==> src/sv/hcb_pkg.sv <==
`default_nettype none
package hcb_pkg;

    localparam int ALPHABET    = 256;
    localparam int COUNT_BITS  = 32;
    localparam int SYM_BITS    = $clog2(ALPHABET);
    localparam int NODE_MAX    = 2 * ALPHABET - 1;
    localparam int NODE_BITS   = $clog2(NODE_MAX + 1);
    localparam int WEIGHT_BITS = COUNT_BITS + SYM_BITS;
    localparam int CODE_BITS   = 64;
    localparam int LEN_BITS    = 8;

    localparam logic [1:0] REQ_WRITE = 2'd0;
    localparam logic [1:0] REQ_BUILD = 2'd1;
    localparam logic [1:0] REQ_QUERY = 2'd2;

    localparam logic [1:0] STAT_OK      = 2'd0;
    localparam logic [1:0] STAT_LONG    = 2'd1;
    localparam logic [1:0] STAT_NO_TREE = 2'd2;

    typedef enum logic [3:0] {
        ST_IDLE,
        ST_QUERY,
        ST_LEAF,
        ST_SCAN,
        ST_MRG_A,
        ST_MRG_B,
        ST_MRG_N,
        ST_ROOT,
        ST_WALK_RD,
        ST_WALK_L,
        ST_WALK_R,
        ST_ASSIGN
    } state_t;

    typedef struct packed {
        logic [NODE_BITS-1:0]   i1;
        logic [NODE_BITS-1:0]   i2;
        logic [WEIGHT_BITS-1:0] w1;
        logic [WEIGHT_BITS-1:0] w2;
    } pick_t;

endpackage
`default_nettype wire

==> src/sv/hcb_pick2.sv <==
`default_nettype none
module hcb_pick2 (
    input  wire logic                               clk,
    input  wire logic                               rst_n,
    input  wire logic                               clr,
    input  wire logic                               en,
    input  wire logic                               active,
    input  wire logic [hcb_pkg::NODE_BITS-1:0]      idx,
    input  wire logic [hcb_pkg::WEIGHT_BITS-1:0]    weight,
    output hcb_pkg::pick_t                          pick
);

    logic f1_reg;
    logic f2_reg;
    hcb_pkg::pick_t p_reg;

    // lightest two, ascending index scan, strict compare keeps the lower index on ties
    always_ff @(posedge clk or negedge rst_n)
    begin
        if (!rst_n)
        begin
            f1_reg <= 1'b0;
            f2_reg <= 1'b0;
        end
        else if (clr)
        begin
            f1_reg <= 1'b0;
            f2_reg <= 1'b0;
        end
        else if (en && active)
        begin
            if (!f1_reg || weight < p_reg.w1)
            begin
                f1_reg <= 1'b1;
                f2_reg <= f1_reg;
            end
            else if (!f2_reg || weight < p_reg.w2)
            begin
                f2_reg <= 1'b1;
            end
        end
    end

    always_ff @(posedge clk)
    begin
        if (!clr && en && active)
        begin
            if (!f1_reg || weight < p_reg.w1)
            begin
                p_reg.i2 <= p_reg.i1;
                p_reg.w2 <= p_reg.w1;
                p_reg.i1 <= idx;
                p_reg.w1 <= weight;
            end
            else if (!f2_reg || weight < p_reg.w2)
            begin
                p_reg.i2 <= idx;
                p_reg.w2 <= weight;
            end
        end
    end

    assign pick = p_reg;

endmodule
`default_nettype wire

==> config.mk <==
export PLATFORM = sky130hd
export DESIGN_NAME = hcb_pick2
export DESIGN_NICKNAME = d
export VERILOG_FILES = /design/src/sv/hcb_pkg.sv /design/src/sv/hcb_pick2.sv
export SDC_FILE = /design/constraint.sdc
export NUM_CORES = 1
export LEC_CHECK = 0
export BUFFER_PORTS_ARGS = -buffer_cell sky130_fd_sc_hd__buf_2
export CELL_PAD_IN_SITES_DETAIL_PLACEMENT = 1
export CELL_PAD_IN_SITES_GLOBAL_PLACEMENT = 2
export CORE_UTILIZATION = 32
export CTS_CLUSTER_SIZE = 40
export DETAILED_ROUTE_END_ITERATION = 10
export PLACE_DENSITY_LB_ADDON = 0.1
export SYNTH_ARGS = -nofsm -noshare
export SYNTH_HDL_FRONTEND = slang
export SYNTH_SLANG_ARGS = --single-unit
==> constraint.sdc <==
create_clock -name clk -period 3.75 [get_ports clk]
set_input_delay 0.5625 -clock clk [delete_from_list [all_inputs] [get_ports clk]]
set_output_delay 0.5625 -clock clk [all_outputs]
set_load 0.05 [all_outputs]
==> key figures, run 1 <==
Worst setup path
  – Required @ worst endpoint: 3860 ps
  – Slowest stage delay, CP: 430 ps
  – Worst Path Arrival: 3010 ps
  – CP max stage cell: edfxtp_1
  – CP Launch Type: flop
  – Worst-path cell chain: inv_1, ha_1, a21oi_1, o21ai_0, a211oi_1, a31oi_2, a211oi_4, buf_4, mux2_2
  – CP Class: flop to flop
  – CP max FO: 14
  – CP endpoint kind: flop

Synthesis
  – Post-synth ARST share: 0.0200
  – Cell taking the most area after synthesis: edfxtp_1
  – Largest family of logic cells by synthesized area: adder cells
  – Yosys top cell area share: 0.507
  – Most frequent cell after synthesis: edfxtp_1
  – Syn_nets: 574
  – Post-synthesis simple-gate area fraction: 0.0511
  – Cell Area, Synth: 0.00581 mm2
  – Post-synth top flop: edfxtp_1
  – Number of synthesized register bits: 100
  – Syn Inst Count: 442
  – Seq/Total Area, Yosys: 0.515
  – Ys Warns: 0
  – Post-synthesis mux area share: 0.126
  – Syn Area/Cell: 13.1 um2
  – Synth cell count leaders: edfxtp_1 (98), inv_1 (80), ha_1 (78), mux2_4 (48), a21oi_1 (30)
  – Xor-xnor portion of the synthesized cell area: 0
  – Post-Synth Adder-Cell Area: 0.168
  – Largest cells by area after synthesis: edfxtp_1 (51%), ha_1 (17%), mux2_4 (12%), inv_1 (5.2%), a21oi_1 (2.6%)
  – EDFF count, synth: 98
  – Synth unique cells: 35
  – Post-synthesis compound-gate area fraction: 0.0782

Route
  – DRT antenna net count: 0
  – Detailed-route wire length per cell: 17.1 um
  – Final wirelength: 14300 um
  – Vias per std cell: 4.71
  – DR vias: 3941
  – Iteration-0 DRC Markers: 128
  – DRC viols: 0
  – DRT Pass-1 Iters: 4

Power and ir drop
  – VDD IR max: 0.189 mV
  – Pwr Density: 368 mW/mm2
  – Leak: 3.44 nW

Layout
  – Layout net count: 738
  – Fill cells: 1923
  – Fraction of layout cells with a size suffix above 1: 0.370
  – Post-Layout Cell Count: 837
  – Utilization after layout: 0.408
  – Post-route cell area: 0.00716 mm2
  – Area grow syn2layout: 23.3%
  – Flip-flop count of the largest register after layout: 98

Placement
  – Pre-CTS setup slack: 456 ps
  – Routability cong.: 0.795
  – Placed cells: 819
  – Post-DP HPWL: 11000 um
  – I/O Buffers: 151
  – DP Area: 0.00686 mm2

STA
  – Worst clock skew: 10.1 ps
  – Final setup viols: 0
  – Slew margin rel.: 0.630
  – Final min period: 2900 ps
  – Worst Slack Setup Final: 851 ps
  – Max Fclk: 0.345 GHz
  – Worst slew pin tran: 550 ps
  – Pins over their slew limit: 0
  – Unrepaired setup endpoints after global routing: false
  – Fin. Hold Viols: 0
  – Setup TNS: 0 ps
  – Final period util: 0.773

Floorplan
  – Effective utilization at floorplan: 0.331
  – Die W: 137 um
  – # IOs: 152
  – Core box area: 0.0175 mm2
  – Rows: 48
  – Die footprint: 0.0187 mm2
  – Die Span Y: 137 um

Clock network
  – Clk sinks: 100
  – Clk slew on worst S/H paths: 80 ps
  – H-tree depth: 3
  – CTS buffer count: 9
  – Post-CTS setup buffer count: 0
  – CTS tree: yes
  – Clock buffer depth: 2
  – Clock Latency Late Sink: 360 ps
  – CTS root buf: clkbuf_16

Global routing
  – Grt ovf: 0
  – First-pass GRT wire length: 22400 um
  – Initial antenna violation count: 1
  – All-Layer GR Usage: 0.161
  – Largest net degree at the start of global routing: 36
  – Vias in the first global route: 4187

Run status
  – Status: finished clean

Flow run
  – Max-cap violations: 0

Hold path
  – Hold WC Path Type: input port to flop
-- metal layers --
| metal | routed length [um] | track usage |
|---|---|---|
| met5 | 0 | 0 |
| met4 | 239 | 0.0617 |
| met3 | 532 | 0.0274 |
| met2 | 7040 | 0.274 |
| met1 | 6520 | 0.203 |
-- what timing repair did --
action / 4_1_cts / 5_1_grt
hold endpoints to repair: 2 / 0
hold buffers: 1 / 0
resized for setup: 0 / 0
-- metrics by stage --
step / total power (W) / hold WS [ps]
after CTS: 0.00268 / 375
after detailed placement: 0.00173 / 360
after global placement: 0.00172 / 362
final: 0.00263 / 392
after floorplan: 0.00159 / 267
after global routing: 0.00275 / 381
-- power by group --
part	internal, W	total [W]	switching [W]
clock	0.000468	0.000935	0.000467
sequential	0.00127	0.00128	0.0000195
combinational	0.000152	0.000412	0.000260
-- layout make-up --
| cell class | count | area, um2 | area share |
|---|---|---|---|
| diodes | 1 | 2.50 | 0.000349 |
| repair buffers | 158 | 836 | 0.117 |
| clock buffers | 9 | 225 | 0.0314 |
| well taps | 225 | 282 | 0.0393 |
| multi-input cells | 257 | 2460 | 0.344 |
| flip-flops and latches | 100 | 2990 | 0.418 |
| inverters | 80 | 300 | 0.0419 |
| clock inverters | 7 | 63.8 | 0.00891 |
-- critical path, delay by kind of cell, from the launching register on --
family / cells / cell delay [ps]
flip-flops: 1 / 430
multiplexers: 1 / 370
adder cells (fa/ha/maj): 1 / 250
buffers and inverters: 2 / 430
AO/OA/AOI/OAI: 5 / 1170
-- path summary, 6_finish.rpt --
| check | start | endpoint | slack (ps) | cells after the start |
|---|---|---|---|---|
| worst min-delay path | idx[5] | pick[94] | 390 | 1 |
| worst max register to register | pick[55] | pick[39] | 850 | 9 |
| max in group asynchronous | rst_n | f2_reg | 3110 | 2 |
| min in group asynchronous | rst_n | f1_reg | 530 | 2 |
| worst min register to register | f2_reg | f2_reg | 550 | 2 |
| worst max-delay path | pick[55] | pick[39] | 850 | 9 |
-- logic make-up (layout without fill, tap and decap cells) --
group | after synthesis | in the layout
flops | 100 | 100
buf+inv | 85 | 254
fa+ha+maj | 78 | 78
compound gates | 71 | 71
simple gates | 59 | 59
mux | 49 | 49
other cells | 0 | 1
-- cells in the final DEF, fill, tap and decap left out, types with 2 or more instances in the layout --
cell	Yosys	layout
buf_2	0	151
edfxtp_1	98	98
inv_1	80	80
ha_1	78	78
mux2_4	48	48
a21oi_1	30	30
nand2_1	20	20
o21ai_0	13	13
nand4_1	10	10
nor2_1	9	9
clkbuf_16	0	9
a21o_1	8	8
nand3_1	7	7
a211oi_1	4	4
inv_6	0	4
buf_4	0	4
and4_1	3	3
a2111oi_0	3	3
o21a_1	3	3
nor4_1	2	2
nand2b_1	2	2
nor3_1	2	2
clkinv_4	0	2
dfrtp_1	2	2
buf_12	0	2
Note: power is estimated with default switching activity, not from simulation.
==> inputs of run 2 (changes only) <==
--- a/config.mk
+++ b/config.mk
@@ -8,7 +8,7 @@
 export BUFFER_PORTS_ARGS = -buffer_cell sky130_fd_sc_hd__buf_2
 export CELL_PAD_IN_SITES_DETAIL_PLACEMENT = 1
 export CELL_PAD_IN_SITES_GLOBAL_PLACEMENT = 2
-export CORE_UTILIZATION = 32
+export CORE_UTILIZATION = 35
 export CTS_CLUSTER_SIZE = 40
 export DETAILED_ROUTE_END_ITERATION = 10
 export PLACE_DENSITY_LB_ADDON = 0.1
==> constraint.sdc (replaced) <==
create_clock -name clk -period 2.75 [get_ports clk]
set_input_delay 0.4125 -clock clk [delete_from_list [all_inputs] [get_ports clk]]
set_output_delay 0.4125 -clock clk [all_outputs]
set_load 0.05 [all_outputs]
==> run 2 against run 1 <==
  * Largest power group unchanged
  * Combinational power is 63% higher
  * Critical path type unchanged
  * Critical endpoint is now pick[7]
  * Largest cell class unchanged
  * Total power is 39% higher
  * Core utilization is 8.6 points higher
==> key figures, run 2 (same netlist as run 1, synthesis figures left out) <==
Power and ir drop
  – Leak: 3.85 nW (was 3.44 nW)
  – Pwr Density: 460 mW/mm2 (was 368 mW/mm2)
  – VDD IR max: 0.334 mV (was 0.189 mV)

STA
  – Final hold slack: 229 ps (was 392 ps)
  – Pins over their slew limit: 0 (unchanged)
  – Max Fclk: 0.376 GHz (was 0.345 GHz)
  – Final period util: 0.967 (was 0.773)
  – Final setup viols: 0 (unchanged)
  – Final min period: 2660 ps (was 2900 ps)
  – Fin. Hold Viols: 0 (unchanged)
  – Worst clock skew: 10.4 ps (was 10.1 ps)
  – Slew margin rel.: 0.660 (was 0.630)
  – Worst slew pin tran: 509 ps (was 550 ps)

Worst setup path
  – CP Class: flop to flop (unchanged)
  – Required @ worst endpoint: 2850 ps (was 3860 ps)
  – CP endpoint kind: flop (unchanged)
  – CP max FO: 27 (was 14)
  – CP Launch Type: flop (unchanged)
  – Worst Path Arrival: 2760 ps (was 3010 ps)

Placement
  – Routability cong.: 0.749 (was 0.795)
  – I/O Buffers: 151 (unchanged)
  – Placed cells: 878 (was 819)
  – Post-DP HPWL: 12000 um (was 11000 um)

Global routing
  – All-Layer GR Usage: 0.187 (was 0.161)
  – GR peak layer: met2 (unchanged)
  – Grt met1 use: 0.229 (was 0.203)
  – First-pass GRT wire length: 23700 um (was 22400 um)
  – Routing usage on met2: 0.327 (was 0.274)
  – Met3 usage: 0.0419 (was 0.0274)
  – Initial antenna violation count: 1 (unchanged)
  – Vias in the first global route: 4602 (was 4187)
  – Grt ovf: 0 (unchanged)
  – Largest net degree at the start of global routing: 28 (was 36)

Layout
  – Post-Layout Cell Count: 904 (was 837)
  – Final antenna diode count: 0 (was 1)
  – Flip-flop count of the largest register after layout: 98 (unchanged)
  – Area grow syn2layout: 36.7% (was 23.3%)
  – Commonest non-fill, non-tap cell in the layout: buf_2 (unchanged)
  – Fraction of layout cells with a size suffix above 1: 0.465 (was 0.370)
  – Layout net count: 815 (was 738)
  – Commonest non-fill, non-tap cells in the layout: buf_2 (151), edfxtp_1 (98), inv_1 (79) (was buf_2 (151), edfxtp_1 (98), inv_1 (80))
  – Utilization after layout: 0.494 (was 0.408)

Floorplan
  – # IOs: 152 (unchanged)
  – Die footprint: 0.0171 mm2 (was 0.0187 mm2)
  – Rows: 46 (was 48)
  – Core box area: 0.0161 mm2 (was 0.0175 mm2)
  – Effective utilization at floorplan: 0.362 (was 0.331)
  – Die Span Y: 131 um (was 137 um)
  – Die W: 131 um (was 137 um)

Clock network
  – H-tree depth: 3 (unchanged)
  – Clk slew on worst S/H paths: 80 ps (about the same)
  – CTS buffer count: 9 (unchanged)
  – Clock buffer depth: 2 (unchanged)
  – CTS root buf: clkbuf_16 (unchanged)
  – CTS tree: yes (unchanged)
  – Clk sinks: 100 (unchanged)
  – Clock Latency Late Sink: 360 ps (about the same)

Hold path
  – Hold WC Path Type: input port to flop (unchanged)

Route
  – Vias per std cell: 4.68 (was 4.71)
  – Final wirelength: 15300 um (was 14300 um)
  – Detailed-route wire length per cell: 17.0 um (was 17.1 um)
  – DRC viols: 0 (unchanged)
  – DRT antenna net count: 0 (unchanged)
  – Iteration-0 DRC Markers: 112 (was 128)
  – DR vias: 4235 (was 3941)
  – DRT Pass-1 Iters: 6 (was 4)

Run status
  – Status: finished clean (unchanged)

Flow run
  – Max-cap violations: 0 (unchanged)
-- run 2: cell count changes in the layout (fill, tap and decap cells not counted), moves of 3 or more --
cell,previous run,this run
ha_1,78,72
buf_4,4,75
inv_6,4,1
buf_12,2,7
a21oi_2,0,4
ha_4,0,6
a21oi_1,30,26
-- run 2: where the power goes --
part | internal, W | leakage (nW) | switching (W) | total [W]
combinational | 0.000283 | 2.79 | 0.000390 | 0.000673
sequential | 0.00173 | 0.926 | 0.0000240 | 0.00175
clock | 0.000620 | 0.129 | 0.000609 | 0.00123
-- run 2: path summary, 6_finish.rpt --
kind	startpoint	endpoint	slack, ps	cells after the start
worst min register to register	f2_reg	f2_reg	540	2
worst max-delay path	pick[69]	pick[7]	90	10
worst min-delay path	clr	f2_reg	230	2
worst max register to register	pick[69]	pick[7]	90	10
min in group asynchronous	rst_n	f1_reg	380	2
max in group asynchronous	rst_n	f2_reg	2280	2
-- run 2: per-layer routing --
layer | vias up | wire length, um
li1 | 2093 | -
met5 | - | 0
met4 | 0 | 182
met2 | 99 | 7680
met3 | 10 | 709
met1 | 2033 | 6760
-- run 2: cell type report --
cell class | count | area, um2
inverters | 80 | 300
fillers | 1720 | 8120
well taps | 216 | 270
clock inverters | 7 | 51.3
multi-input cells | 257 | 2620
flip-flops and latches | 100 | 2990
clock buffers | 9 | 225
repair buffers | 235 | 1480
-- run 2: timing repair --
item,in CTS,in global routing
setup buffers,3,6
hold buffers,1,0
pin swaps,4,7
endpoints found under the setup margin,147,147
hold endpoints to repair,2,0
resized for setup,4,17
-- run 2: worst max-delay path, stage by stage, from the launching register on --
cell	delay, ps
edfxtp_1	390
inv_1	100
ha_4	270
nand4_1	140
nor4_4	360
nand4b_1	210
a31oi_4	210
a211oi_4	60
buf_6	160
o31a_4	300
buf_12	180
-- run 2: metrics by stage --
stage / TNS [ps] / total power [W] / setup slack [ps] / cell area, um2
6_report: 0 / 0.00365 / 90.7 / 7940
2_1_floorplan: -34180 / 0.00217 / -333 / 5840
5_1_grt: -1820 / 0.00382 / -42.3 / 7940
3_3_place_gp: -32560 / 0.00242 / -268 / 7450
3_5_place_dp: -38510 / 0.00244 / -295 / 7450
4_1_cts: -14.1 / 0.00369 / -3.63 / 7780
==> inputs of run 3 (changes only) <==
--- a/config.mk
+++ b/config.mk
@@ -5,10 +5,11 @@
 export SDC_FILE = /design/constraint.sdc
 export NUM_CORES = 1
 export LEC_CHECK = 0
+export ABC_AREA = 1
 export BUFFER_PORTS_ARGS = -buffer_cell sky130_fd_sc_hd__buf_2
 export CELL_PAD_IN_SITES_DETAIL_PLACEMENT = 1
 export CELL_PAD_IN_SITES_GLOBAL_PLACEMENT = 2
-export CORE_UTILIZATION = 35
+export CORE_UTILIZATION = 32
 export CTS_CLUSTER_SIZE = 40
 export DETAILED_ROUTE_END_ITERATION = 10
 export PLACE_DENSITY_LB_ADDON = 0.1
==> run 3 against run 2 <==
  * Via count is 6.5% higher
  * Flip-flop and latch count stayed put
  * Final cell count is 8.8% higher
  * Clock skew is 0.59 ps lower
  * Largest power group unchanged
  * Synthesized cell count is 33% higher
  * Global-route usage is 2.1 points lower
  * Sequential share of layout area is 4.2 points higher
  * Combinational power is 16% lower
  * Total power is 0.88% lower
  * First-iteration DRC count is 25% lower
  * Critical path depth is 4 higher
  * Area after synthesis is 0.88% lower
==> key figures, run 3 <==
Route
  – DRT antenna net count: 0 (unchanged)
  – Final wirelength: 14600 um (was 15300 um)
  – Met2 wire len: 7030 um (was 7680 um)
  – Met1 Wirelength: 6490 um (was 6760 um)
  – Vias per std cell: 4.58 (was 4.68)
  – Iteration-0 DRC Markers: 84 (was 112)
  – DRT Pass-1 Iters: 4 (was 6)
  – DRC viols: 0 (unchanged)
  – Uppermost layer routed: met5 (was met4)
  – DR vias: 4510 (was 4235)
  – Detailed-route wire length per cell: 14.8 um (was 17.0 um)
  – Metal3 WL: 845 um (was 709 um)

Layout
  – Commonest non-fill, non-tap cell in the layout: nand2_1 (was buf_2)
  – Layout net count: 884 (was 815)
  – Fraction of layout cells with a size suffix above 1: 0.254 (was 0.465)
  – Utilization after layout: 0.410 (was 0.494)
  – Area grow syn2layout: 24.0% (was 36.7%)
  – Flip-flop count of the largest register after layout: 98 (unchanged)
  – Commonest non-fill, non-tap cells in the layout: nand2_1 (161), buf_2 (151), inv_1 (104) (was buf_2 (151), edfxtp_1 (98), inv_1 (79))

Clock network
  – CTS buffer count: 9 (unchanged)
  – H-tree depth: 3 (unchanged)
  – Clock Latency Late Sink: 350 ps (was 360 ps)
  – Clk sinks: 100 (unchanged)
  – Clock buffer depth: 2 (unchanged)
  – # resized after CTS: 0 (was 4)
  – CTS tree: yes (unchanged)
  – Clk slew on worst S/H paths: 70 ps (was 80 ps)
  – CTS root buf: clkbuf_16 (unchanged)

STA
  – Max Fclk: 0.403 GHz (was 0.376 GHz)
  – Pins over their slew limit: 0 (unchanged)
  – Final setup viols: 0 (unchanged)
  – Unrepaired setup endpoints after global routing: false
  – Final period util: 0.903 (was 0.967)
  – Slew margin rel.: 0.790 (was 0.660)
  – Worst clock skew: 9.84 ps (was 10.4 ps)
  – Worst slew pin tran: 315 ps (was 509 ps)
  – Fin. Hold Viols: 0 (unchanged)
  – Final min period: 2480 ps (was 2660 ps)

Floorplan
  – Core box area: 0.0174 mm2 (was 0.0161 mm2)
  – Rows: 48 (was 46)
  – Die W: 136 um (was 131 um)
  – Die Span Y: 136 um (was 131 um)
  – Effective utilization at floorplan: 0.331 (was 0.362)
  – # IOs: 152 (unchanged)
  – Die footprint: 0.0185 mm2 (was 0.0171 mm2)

Worst setup path
  – CP Launch Type: flop (unchanged)
  – CP endpoint kind: flop (unchanged)
  – CP Launch Point: pick[79] (was pick[69])
  – Worst Setup EP: pick[38] (was pick[7])
  – Required @ worst endpoint: 2840 ps (was 2850 ps)
  – CP Class: flop to flop (unchanged)
  – Register-to-register setup slack: 270 ps (was 90 ps)
  – Worst Path Arrival: 2570 ps (was 2760 ps)
  – CP max FO: 25 (was 27)
  – Reg2reg end: pick[38] (was pick[7])
  – RR Startpoint: pick[79] (was pick[69])
  – Depth of the most critical reg-to-reg path: 14 (was 10)

Power and ir drop
  – Flop pwr share: 0.484 (was 0.479)
  – Internal power: 0.00261 W (was 0.00263 W)
  – Clock power frac: 0.361 (was 0.337)
  – Net load switching power: 0.00101 W (was 0.00102 W)
  – VDD IR max: 0.274 mV (was 0.334 mV)
  – Pwr Density: 507 mW/mm2 (was 460 mW/mm2)
  – Leak: 3.44 nW (was 3.85 nW)
  – Combinational power share: 0.155 (was 0.184)
  – Switching Share: 0.279 (was 0.280)
  – Power Total: 0.00362 W (was 0.00365 W)

Synthesis
  – Syn_nets: 722 (was 574)
  – Cell taking the most area after synthesis: edfxtp_1 (unchanged)
  – Largest cells by area after synthesis: edfxtp_1 (51%), ha_1 (17%), nand2_1 (10%), inv_1 (6.8%), o21ai_0 (3.8%) (was edfxtp_1 (51%), ha_1 (17%), mux2_4 (12%), inv_1 (5.2%), a21oi_1 (2.6%))
  – Yosys top cell area share: 0.511 (was 0.507)
  – Post-synth top flop: edfxtp_1 (unchanged)
  – Syn Area/Cell: 9.76 um2 (was 13.1 um2)
  – Ys Warns: 0 (unchanged)
  – Seq/Total Area, Yosys: 0.520 (was 0.515)
  – Synth cell count leaders: nand2_1 (161), inv_1 (104), edfxtp_1 (98), ha_1 (78), o21ai_0 (44) (was edfxtp_1 (98), inv_1 (80), ha_1 (78), mux2_4 (48), a21oi_1 (30))
  – EDFF count, synth: 98 (unchanged)
  – Cell Area, Synth: 0.00576 mm2 (was 0.00581 mm2)
  – Synth unique cells: 24 (was 35)
  – Post-synth ARST share: 0.0200 (unchanged)
  – Most frequent cell after synthesis: nand2_1 (was edfxtp_1)
  – Syn Inst Count: 590 (was 442)
  – Number of synthesized register bits: 100 (unchanged)

Run status
  – Status: finished clean (unchanged)

Global routing
  – Initial antenna violation count: 3 (was 1)
  – Largest net degree at the start of global routing: 38 (was 28)
  – Vias in the first global route: 4695 (was 4602)
  – First-pass GRT wire length: 23400 um (was 23700 um)
  – Grt ovf: 0 (unchanged)
  – All-Layer GR Usage: 0.166 (was 0.187)

Placement
  – Routability cong.: 0.757 (was 0.749)
  – Post-DP HPWL: 11500 um (was 12000 um)
  – I/O Buffers: 151 (unchanged)

Flow run
  – Max-cap violations: 0 (unchanged)

Hold path
  – Hold WC Path Type: input port to flop (unchanged)
run 3: cell count changes after synthesis, sizes merged, moves of 4 or more:
cell and delta:
nand2 +151, inv +25, nand4 -6, a211oi -5, mux2 -49, buf +4
nor2 +18, a21o -4, o21ai +31
run 3: worst min-delay path by stage:
stage | startpoint | to | slack [ps] | cells after the start
floorplan | rst_n | f1_reg | 120 | 0
CTS | weight[0] | pick[40] | 240 | 1
finish | weight[0] | pick[40] | 250 | 1
detailed placement | rst_n | f1_reg | 200 | 1
global placement | rst_n | f1_reg | 200 | 1
global route | idx[5] | pick[94] | 240 | 1
run 3: cells by family after synthesis:
logic type	Yosys count	share of synthesized area
AO/OA/AOI/OAI	86	0.0787
adder cells (fa/ha/maj)	78	0.170
buffers and inverters	115	0.0837
flip-flops	100	0.520
AND/OR/NAND/NOR	211	0.148
run 3: timing repair:
item,4_1_cts,5_1_grt
buffers inserted,0,0
hold endpoints to repair,2,0
hold buffers,1,0
run 3: per-layer routing:
layer,GRT usage,vias to the layer above
met1,0.207,2119
li1,-,2275
met4,0.0580,2
met3,0.0414,14
met2,0.278,100
met5,0,-
run 3: cell type report:
class                           instances  area, um2
Timing Repair Buffer                  161        858
Tap cell                              225        282
Sequential cell                       100       2990
Antenna cell                            2       5.00
Clock inverter                          7       76.3
Inverter                              105        399
Fill cell                            2055      10300
Multi-Input combinational cell        375       2300
Clock buffer                            9        225
run 3: metrics by stage:
stage          setup WS [ps]  instances  area (um2)  setup TNS, ps  hold WS (ps)
2_1_floorplan           -372        590        5780         -35710           117
3_3_place_gp             126        965        6820              0           202
3_5_place_dp            90.4        965        6820              0           204
4_1_cts                  222        982        7130              0           239
5_1_grt                 49.2        983        7140              0           239
6_report                 267        984        7140              0           253
run 3: critical path, stage by stage (launching register included):
cell and delay, ps:
edfxtp_1 340, inv_1 70, ha_1 300, nand2_1 80, nor2_2 120, nand2_1 110, nor2_2 150, nand2_1 60
nor2_1 90, nand2_1 70, nand3_2 110, nand2_4 70, inv_6 150, buf_4 330, o21ai_0 130
run 3: power groups by stage:
stage | combinational, W | clock (W) | sequential, W
2_1_floorplan | 0.000234 | 0 | 0.00193
3_3_place_gp | 0.000560 | 0 | 0.00179
3_5_place_dp | 0.000573 | 0 | 0.00179
4_1_cts | 0.000577 | 0.00136 | 0.00175
5_1_grt | 0.000635 | 0.00141 | 0.00176
6_report | 0.000562 | 0.00131 | 0.00175
